===== src/rtl/wsd_pkg.sv =====
// ----------------------------------------------------------------------------
// wsd_pkg
// shared types and constants of the websocket frame deframer
// ----------------------------------------------------------------------------
`default_nettype none

package wsd_pkg;

	localparam int unsigned ByteW      = 8;
	localparam int unsigned OpcodeW    = 4;
	localparam int unsigned LengthW    = 64;
	localparam int unsigned CountW     = 4;
	localparam int unsigned QueueDepth = 2;

	localparam logic [6:0]        LenCode16   = 7'd126;
	localparam logic [6:0]        LenCode64   = 7'd127;
	localparam logic [CountW-1:0] ExtBytes16  = 4'd2;
	localparam logic [CountW-1:0] ExtBytes64  = 4'd8;
	localparam logic [CountW-1:0] MaskKeyLen  = 4'd4;

	typedef enum logic [4:0] {
		PH_BYTE0   = 5'b00001,
		PH_BYTE1   = 5'b00010,
		PH_EXTLEN  = 5'b00100,
		PH_MASKKEY = 5'b01000,
		PH_PAYLOAD = 5'b10000
	} phase_t;

	typedef struct packed {
		logic               is_header;
		logic [OpcodeW-1:0] frame_opcode;
		logic               was_masked;
		logic [LengthW-1:0] frame_length;
		logic [ByteW-1:0]   payload_byte;
		logic               last_in_frame;
	} result_t;

endpackage

`default_nettype wire


===== src/rtl/wsd_if.sv =====
// ----------------------------------------------------------------------------
// wsd_byte_if / wsd_result_if
// valid/ready channels for received bytes and deframed results
// ----------------------------------------------------------------------------
`default_nettype none

interface wsd_byte_if;
	logic       valid;
	logic       ready;
	logic [7:0] rx_byte;

	modport source (output valid, output rx_byte, input ready);
	modport sink   (input valid, input rx_byte, output ready);
endinterface

interface wsd_result_if;
	logic        valid;
	logic        ready;
	logic        is_header;
	logic [3:0]  frame_opcode;
	logic        was_masked;
	logic [63:0] frame_length;
	logic [7:0]  payload_byte;
	logic        last_in_frame;

	modport source (
		output valid, output is_header, output frame_opcode, output was_masked,
		output frame_length, output payload_byte, output last_in_frame, input ready
	);
	modport sink (
		input valid, input is_header, input frame_opcode, input was_masked,
		input frame_length, input payload_byte, input last_in_frame, output ready
	);
endinterface

`default_nettype wire


===== src/rtl/wsd_parser.sv =====
// ----------------------------------------------------------------------------
// wsd_parser
// frame header state machine and payload counter, one byte per transaction
// ----------------------------------------------------------------------------
`default_nettype none

module wsd_parser (
	input  wire logic                 clk,
	input  wire logic                 arst_n,
	input  wire logic                 byte_take,
	input  wire logic [7:0]           byte_in,
	output      logic                 res_valid,
	output      wsd_pkg::result_t     res
);
	import wsd_pkg::*;

	phase_t               phase_q, phase_d;
	logic [CountW-1:0]    togo_q, togo_d, togo_dec;
	logic [LengthW-1:0]   len_q, len_d;
	logic [LengthW-1:0]   rem_q, rem_d;
	logic [OpcodeW-1:0]   op_q, op_d;
	logic                 mask_q, mask_d;
	logic [6:0]           code;
	logic                 finish;
	logic                 pay_last;

	assign code     = byte_in[6:0];
	assign togo_dec = togo_q - CountW'(togo_q != '0);
	assign pay_last = (rem_q <= LengthW'(1));

	always_comb begin
		phase_d   = phase_q;
		togo_d    = togo_q;
		len_d     = len_q;
		rem_d     = rem_q;
		op_d      = op_q;
		mask_d    = mask_q;
		finish    = 1'b0;
		res_valid = 1'b0;
		res       = '0;
		unique case (phase_q)
			PH_BYTE1: begin
				mask_d = byte_in[7];
				if (code == LenCode16) begin
					len_d   = '0;
					togo_d  = ExtBytes16;
					phase_d = PH_EXTLEN;
				end else if (code == LenCode64) begin
					len_d   = '0;
					togo_d  = ExtBytes64;
					phase_d = PH_EXTLEN;
				end else begin
					len_d = LengthW'(code);
					if (byte_in[7]) begin
						phase_d = PH_MASKKEY;
						togo_d  = MaskKeyLen;
					end else begin
						finish = 1'b1;
					end
				end
			end
			PH_EXTLEN: begin
				len_d  = {len_q[LengthW-ByteW-1:0], byte_in};
				togo_d = togo_dec;
				if (togo_dec == '0) begin
					if (mask_q) begin
						phase_d = PH_MASKKEY;
						togo_d  = MaskKeyLen;
					end else begin
						finish = 1'b1;
					end
				end
			end
			PH_MASKKEY: begin
				togo_d = togo_dec;
				if (togo_dec == '0) begin
					finish = 1'b1;
				end
			end
			PH_PAYLOAD: begin
				rem_d     = rem_q - LengthW'(rem_q != '0);
				if (pay_last) begin
					phase_d = PH_BYTE0;
				end
				res_valid = 1'b1;
				res.is_header     = 1'b0;
				res.frame_opcode  = op_q;
				res.was_masked    = mask_q;
				res.frame_length  = len_q;
				res.payload_byte  = byte_in;
				res.last_in_frame = pay_last;
			end
			default: begin
				op_d    = byte_in[OpcodeW-1:0];
				mask_d  = 1'b0;
				len_d   = '0;
				rem_d   = '0;
				togo_d  = '0;
				phase_d = PH_BYTE1;
			end
		endcase
		if (finish) begin
			rem_d     = len_d;
			phase_d   = (len_d == '0) ? PH_BYTE0 : PH_PAYLOAD;
			res_valid = 1'b1;
			res.is_header     = 1'b1;
			res.frame_opcode  = op_d;
			res.was_masked    = mask_d;
			res.frame_length  = len_d;
			res.payload_byte  = '0;
			res.last_in_frame = (len_d == '0);
		end
	end

	always_ff @(posedge clk or negedge arst_n) begin
		if (!arst_n) begin
			phase_q <= PH_BYTE0;
			togo_q  <= '0;
			len_q   <= '0;
			rem_q   <= '0;
			op_q    <= '0;
			mask_q  <= 1'b0;
		end else if (byte_take) begin
			phase_q <= phase_d;
			togo_q  <= togo_d;
			len_q   <= len_d;
			rem_q   <= rem_d;
			op_q    <= op_d;
			mask_q  <= mask_d;
		end
	end

endmodule

`default_nettype wire


===== src/rtl/wsd_out_queue.sv =====
// ----------------------------------------------------------------------------
// wsd_out_queue
// two-entry result register that decouples the parser from a stalled receiver
// ----------------------------------------------------------------------------
`default_nettype none

module wsd_out_queue (
	input  wire logic             clk,
	input  wire logic             arst_n,
	input  wire logic             push,
	input  wire wsd_pkg::result_t push_data,
	output      logic             has_room,
	wsd_result_if.source          out
);
	import wsd_pkg::*;

	localparam int unsigned PtrW = $clog2(QueueDepth);

	result_t             mem_q [QueueDepth];
	logic [PtrW-1:0]     wr_ptr_q, rd_ptr_q;
	logic [PtrW:0]       count_q;
	logic                pop;
	result_t             head;

	assign has_room = (count_q != (PtrW+1)'(QueueDepth));
	assign pop      = out.valid && out.ready;
	assign head     = mem_q[rd_ptr_q];

	assign out.valid         = (count_q != '0);
	assign out.is_header     = head.is_header;
	assign out.frame_opcode  = head.frame_opcode;
	assign out.was_masked    = head.was_masked;
	assign out.frame_length  = head.frame_length;
	assign out.payload_byte  = head.payload_byte;
	assign out.last_in_frame = head.last_in_frame;

	always_ff @(posedge clk) begin
		if (push) begin
			mem_q[wr_ptr_q] <= push_data;
		end
	end

	always_ff @(posedge clk or negedge arst_n) begin
		if (!arst_n) begin
			wr_ptr_q <= '0;
			rd_ptr_q <= '0;
			count_q  <= '0;
		end else begin
			if (push) begin
				wr_ptr_q <= wr_ptr_q + PtrW'(1);
			end
			if (pop) begin
				rd_ptr_q <= rd_ptr_q + PtrW'(1);
			end
			count_q <= count_q + (PtrW+1)'(push) - (PtrW+1)'(pop);
		end
	end

endmodule

`default_nettype wire


===== src/rtl/websocket_frame_deframer_top.sv =====
// ----------------------------------------------------------------------------
// websocket_frame_deframer_top
// splits a received byte stream into websocket frame headers and payload bytes
// ----------------------------------------------------------------------------
// channels: rx takes one stream byte per transaction; frame gives one result
// per transaction, either a header (opcode, mask flag, decoded length) or a
// payload byte with its last flag. header bytes other than the one that
// completes the header give no result; the mask key is skipped, not applied.
// throughput: one byte per cycle while rx is ready, set by the header/payload
// state update in the parser. a result is written into the result register
// when the byte that causes it is taken, and is offered on frame from there.
// a two-entry result register sits between parser and frame, so rx stays
// ready while one result waits; rx drops ready only when both entries are
// held by a stalled receiver, and no result is ever lost.
// reset: arst_n clears the parser to await the first header byte of a frame
// and empties the result register.
// ----------------------------------------------------------------------------
`default_nettype none

module websocket_frame_deframer_top (
	input  wire logic   clk,
	input  wire logic   arst_n,
	wsd_byte_if.sink    rx,
	wsd_result_if.source frame
);
	import wsd_pkg::*;

	logic    byte_take;
	logic    has_room;
	logic    res_valid;
	result_t res;

	assign rx.ready  = has_room;
	assign byte_take = rx.valid && rx.ready;

	wsd_parser u_parser (
		.clk       (clk),
		.arst_n    (arst_n),
		.byte_take (byte_take),
		.byte_in   (rx.rx_byte),
		.res_valid (res_valid),
		.res       (res)
	);

	wsd_out_queue u_out_queue (
		.clk       (clk),
		.arst_n    (arst_n),
		.push      (byte_take && res_valid),
		.push_data (res),
		.has_room  (has_room),
		.out       (frame)
	);

endmodule

`default_nettype wire

===== src/flat_wrapper.sv =====
// flat-port wrapper written by rule: the top's interface ports become plain ports
module websocket_frame_deframer_top_flat import wsd_pkg::*;
  (clk, arst_n, rx_valid, rx_rx_byte, rx_ready, frame_valid, frame_is_header, frame_frame_opcode, frame_was_masked, frame_frame_length, frame_payload_byte, frame_last_in_frame, frame_ready);
  wsd_byte_if rx_i ();
  wsd_result_if frame_i ();
  input  wire logic clk;
  input  wire logic arst_n;
  input wire logic [$bits(rx_i.valid)-1:0] rx_valid;
  input wire logic [$bits(rx_i.rx_byte)-1:0] rx_rx_byte;
  output wire logic [$bits(rx_i.ready)-1:0] rx_ready;
  output wire logic [$bits(frame_i.valid)-1:0] frame_valid;
  output wire logic [$bits(frame_i.is_header)-1:0] frame_is_header;
  output wire logic [$bits(frame_i.frame_opcode)-1:0] frame_frame_opcode;
  output wire logic [$bits(frame_i.was_masked)-1:0] frame_was_masked;
  output wire logic [$bits(frame_i.frame_length)-1:0] frame_frame_length;
  output wire logic [$bits(frame_i.payload_byte)-1:0] frame_payload_byte;
  output wire logic [$bits(frame_i.last_in_frame)-1:0] frame_last_in_frame;
  input wire logic [$bits(frame_i.ready)-1:0] frame_ready;
  assign rx_i.valid = rx_valid;
  assign rx_i.rx_byte = rx_rx_byte;
  assign rx_ready = rx_i.ready;
  assign frame_valid = frame_i.valid;
  assign frame_is_header = frame_i.is_header;
  assign frame_frame_opcode = frame_i.frame_opcode;
  assign frame_was_masked = frame_i.was_masked;
  assign frame_frame_length = frame_i.frame_length;
  assign frame_payload_byte = frame_i.payload_byte;
  assign frame_last_in_frame = frame_i.last_in_frame;
  assign frame_i.ready = frame_ready;
  websocket_frame_deframer_top u_core (.clk(clk), .arst_n(arst_n), .rx(rx_i), .frame(frame_i));
endmodule

===== config.mk =====
export PLATFORM = sky130hd
export DESIGN_NAME = websocket_frame_deframer_top_flat
export DESIGN_NICKNAME = d
export VERILOG_FILES = /design/src/rtl/wsd_pkg.sv /design/src/rtl/wsd_if.sv /design/src/rtl/wsd_parser.sv /design/src/rtl/wsd_out_queue.sv /design/src/rtl/websocket_frame_deframer_top.sv /design/src/flat_wrapper.sv
export SDC_FILE = /design/constraint.sdc
export NUM_CORES = 1
export LEC_CHECK = 0
export BUFFER_PORTS_ARGS = -buffer_cell sky130_fd_sc_hd__buf_2
export CORE_AREA = 2 2 226 228
export DETAILED_ROUTE_END_ITERATION = 10
export DIE_AREA = 0 0 228 230
export PLACE_DENSITY = 0.54
export SLEW_MARGIN = 20
export SYNTH_ARGS = -nofsm -noshare
export SYNTH_HDL_FRONTEND = slang
export SYNTH_SLANG_ARGS = --single-unit

===== constraint.sdc =====
create_clock -name clk -period 16.3 [get_ports clk]
set_clock_uncertainty 0.05 [all_clocks]
set_input_delay 1.63 -clock clk [delete_from_list [all_inputs] [get_ports clk]]
set_output_delay 1.63 -clock clk [all_outputs]
set_load 0.02 [all_outputs]

==> Implementation_results.wiki <==
{| class="wikitable"
! Metric !! Value
|-
| Leakage power || 6.905 nW
|-
| CTS Buf Count || 34
|-
| Post-Syn Area per Cell || 11.41 sq um
|-
| Filler instances || 4,997
|-
| Required time at the worst-slack endpoint || 16.40 ns
|-
| Per-cell via count in the routed design || 5.557
|-
| Worst-path maximum fanout || 50
|-
| Chip Height || 230 microns
|-
| Largest net degree at the start of global routing || 80
|-
| Compound-cell area share of the yosys netlist || 0.2091
|-
| Count of hold buffers inserted by post-cts repair || 0
|-
| Placement-stage worst setup slack || 11.33 ns
|-
| Count of vias placed by the detailed router || 11,414
|-
| Leading register cell type out of synthesis || edfxtp_1
|-
| Final non-filler cell total || 2,054
|-
| Post-detailed-route count of antenna-violating nets || 0
|-
| Number of antenna violations at the first check in global routing || 0
|-
| Placed Cells || 1,992
|-
| Worst reg2reg setup slack || 11.61 ns
|-
| Total half-perimeter wirelength after legalization and detailed placement || 29.74 mm
|-
| Global-route track usage on met3 || 0.02517
|-
| Wire length reported by the detailed router || 45.04 mm
|-
| Kind of start point of the critical path || flip-flop
|-
| Initial core utilization || 0.2973
|-
| Crit. End Element || flip-flop
|-
| Final total negative setup slack || 0 ns
|-
| Placeable core region || 49,860 sq um
|-
| Clk_lat worst skew || 0.52 ns
|-
| Result of the run || finished, final reports clean
|-
| Min Clock Period, post-route || 4.688 ns
|-
| Antenna diode instance count || 0
|-
| Number of maximum-capacitance constraint violations || 0
|-
| Final standard cell utilization of the core || 0.3425
|-
| Relative slew slack || 0.3246
|-
| Global routing usage summed across all routing layers || 0.1685
|-
| Post-CTS Setup Repair Bufs || 0
|-
| Post-synth cell types || 69
|-
| Post-cts resize count || 0
|-
| Netlist Area Pre-Place || 14,820 sq um
|-
| Number of setup violations in the final report || 0
|-
| Layout cell share with drive strength beyond 1 || 0.2048
|-
| Final hold slack || 0.4521 ns
|-
| XOR/XNOR share of the synthesized area || 0.004136
|-
| Total iterations of the first detailed-routing run || 5
|-
| Setup repair after global routing missed its margin || false
|-
| P per Cell Area || 155.3 nW/um^2
|-
| Number of global-route vias before repair || 10,964
|-
| CTS root buffer || clkbuf_16
|-
| Number of DRC violations after detailed routing || 0
|-
| I/O Buffers || 92
|-
| Multiplexer share of the synthesized area || 0.06457
|-
| Mean routed wirelength per cell || 21.93 microns
|-
| Post-synthesis adder-cell area fraction || 0.005064
|-
| H-tree level count || 2
|-
| Final count of hold timing violations || 0
|-
| Classification of the worst-slack hold path || reg -> reg
|-
| Area of the die || 52,440 sq um
|-
| Detailed Route Iter0 Violations || 1,099
|-
| Gr busiest metal || met2
|-
| Share of flip-flops with an asynchronous set or reset || 0.4803
|-
| Most common cell after layout, fill and taps aside || edfxtp_1
|-
| Global-route met2 utilization || 0.2634
|-
| Die outline width || 228 microns
|-
| GP Congestion || 0.8597
|-
| Count of boundary I/O pins || 93
|-
| Fraction of the mapped netlist area in simple logic gates || 0.1226
|-
| Sequential element share of the synthesized area || 0.5666
|-
| Setup slack after layout || 11.61 ns
|-
| Clock slew at the register clock pins of the worst setup and hold paths || 0.06 ns
|-
| FMAX || 0.2133 GHz
|-
| Synth Instances || 1,299
|-
| Row count || 82
|-
| Max IR drop VDD || 0.08094 mV
|-
| Ratio of final minimum period to clock period || 0.2876
|-
| Met1 global-route usage || 0.2395
|-
| TritonCTS clock tree || built
|-
| Final number of max-transition violations || 0
|-
| Synthesis warning total || 0
|-
| Top library cells by usage in the layout, fill and taps aside || edfxtp_1 (158), o21ai_0 (145), dfrtp_1 (144), a22o_1 (135), nand2_1 (120)
|-
| Flip-flop and latch count after synthesis || 304
|-
| Critical path class || reg -> reg
|-
| Post-synthesis to final-layout area growth || 15.20%
|-
| Number of synthesized flops with an enable pin || 158
|-
| Combinational family with the most area after synthesis || compound AO/OA/AOI/OAI gates
|-
| Area used by multi-input combinational logic || 6046 sq um
|-
| Area of all sequential standard cells || 8403 sq um
|-
| Clock buffer depth || 3
|-
| Data arrival, critical path || 4.78 ns
|-
| Final-stage net count || 1,374
|-
| Total global routing overflow || 0
|-
| Wire length of the first global-routing pass || 69.14 mm
|-
| Net count after synthesis || 1,317
|-
| Clk sinks || 304
|-
| Slew at the pin closest to its max-slew limit || 1.013 ns
|}
cells in the mapped netlist (6+ instances only):
cell type  count  area [sq um]
clkbuf_1      64         240.2
a21o_1        17         127.6
o22ai_1        8         50.05
inv_1         15         56.30
nor3_1        35         175.2
a22o_1       135          1182
nand3_1       21         105.1
or3_1         10         62.56
nand2_1      121         454.2
o31a_1         8         70.07
a21boi_0       9         67.56
ha_1           6         75.07
a31oi_1       15         93.84
nand4_1        6         37.54
and2_1        19         118.9
edfxtp_1     158          4745
o21ai_0      145         725.7
nor2_1        50         187.7
dfrtp_1      145          3628
a21oi_1       49         245.2
o21ai_1        7         35.03
mux2_2        85         957.2
a22oi_1       27         202.7
o31ai_1        8         60.06
nor4_1        25         156.4
buf_2         12         60.06
final timing paths:
kind	startpoint	endpoint	cells after the start
worst max-delay path	u_core.u_parser.togo_q[0]	u_core.u_out_queue.mem_q[0][40]	11
worst min-delay path	u_core.u_out_queue.count_q[1]	u_core.u_out_queue.count_q[1]	1
worst max register to register	u_core.u_parser.togo_q[0]	u_core.u_out_queue.mem_q[0][40]	11
worst min register to register	u_core.u_out_queue.count_q[1]	u_core.u_out_queue.count_q[1]	1
max in group asynchronous	arst_n	u_core.u_parser.len_q[16]	2
min in group asynchronous	arst_n	u_core.u_parser.op_q[2]	1
area by class of cell:
type,count,share of cell area
multi-input combinational,893,0.3540
clock inverter,18,0.01033
timing repair buffer,107,0.03392
sequential,304,0.4921
inverter,16,0.003517
tap,672,0.04923
clock buffer,44,0.05693
registers in the layout, indices dropped and copies added (netlist names):
signal	count
u_core.u_out_queue.count_q	2
u_core.u_out_queue.mem_q	158
u_core.u_out_queue.rd_ptr_q	1
u_core.u_out_queue.wr_ptr_q	1
u_core.u_parser.len_q	64
u_core.u_parser.mask_q	1
u_core.u_parser.op_q	4
u_core.u_parser.phase_q	5
u_core.u_parser.rem_q	64
u_core.u_parser.togo_q	4
worst max-delay path, stage by stage (launching register included):
cell,delay (ns)
dfrtp_1,0.38
or4_1,0.53
ha_1,0.21
ha_1,0.22
xnor2_1,0.13
and3_1,0.21
and4_1,0.19
buf_4,0.33
nor2_2,0.07
a21oi_1,0.35
nor2b_4,0.88
buf_4,0.68
cell families (layout without fill, tap and decap cells):
kind of cell	after synthesis	after routing
AO/OA/AOI/OAI	456	456
XOR/XNOR	7	7
adder cells (fa/ha/maj)	6	6
buffers and inverters	102	185
flip-flops	304	304
multiplexers	85	85
AND/OR/NAND/NOR	339	339
metal layers:
layer / up-vias / part of all wire
li1: 5120 / -
met4: 0 / 0.028
met3: 84 / 0.065
met2: 452 / 0.46
met1: 5758 / 0.44
met5: - / 0
metrics by stage:
step                total power [mW]  area (sq um)
global placement               1.874         15930
floorplan                      1.580         14820
detailed placement             1.879         15930
finish                         2.652         17080
global route                   2.777         17080
CTS                            2.672         17080
power by group:
part | switching (mW) | internal, mW
Sequential | 0.0750 | 0.881
Combinational | 0.612 | 0.299
Clock | 0.315 | 0.471
No activity file was read; power rests on OpenSTA's default activity.
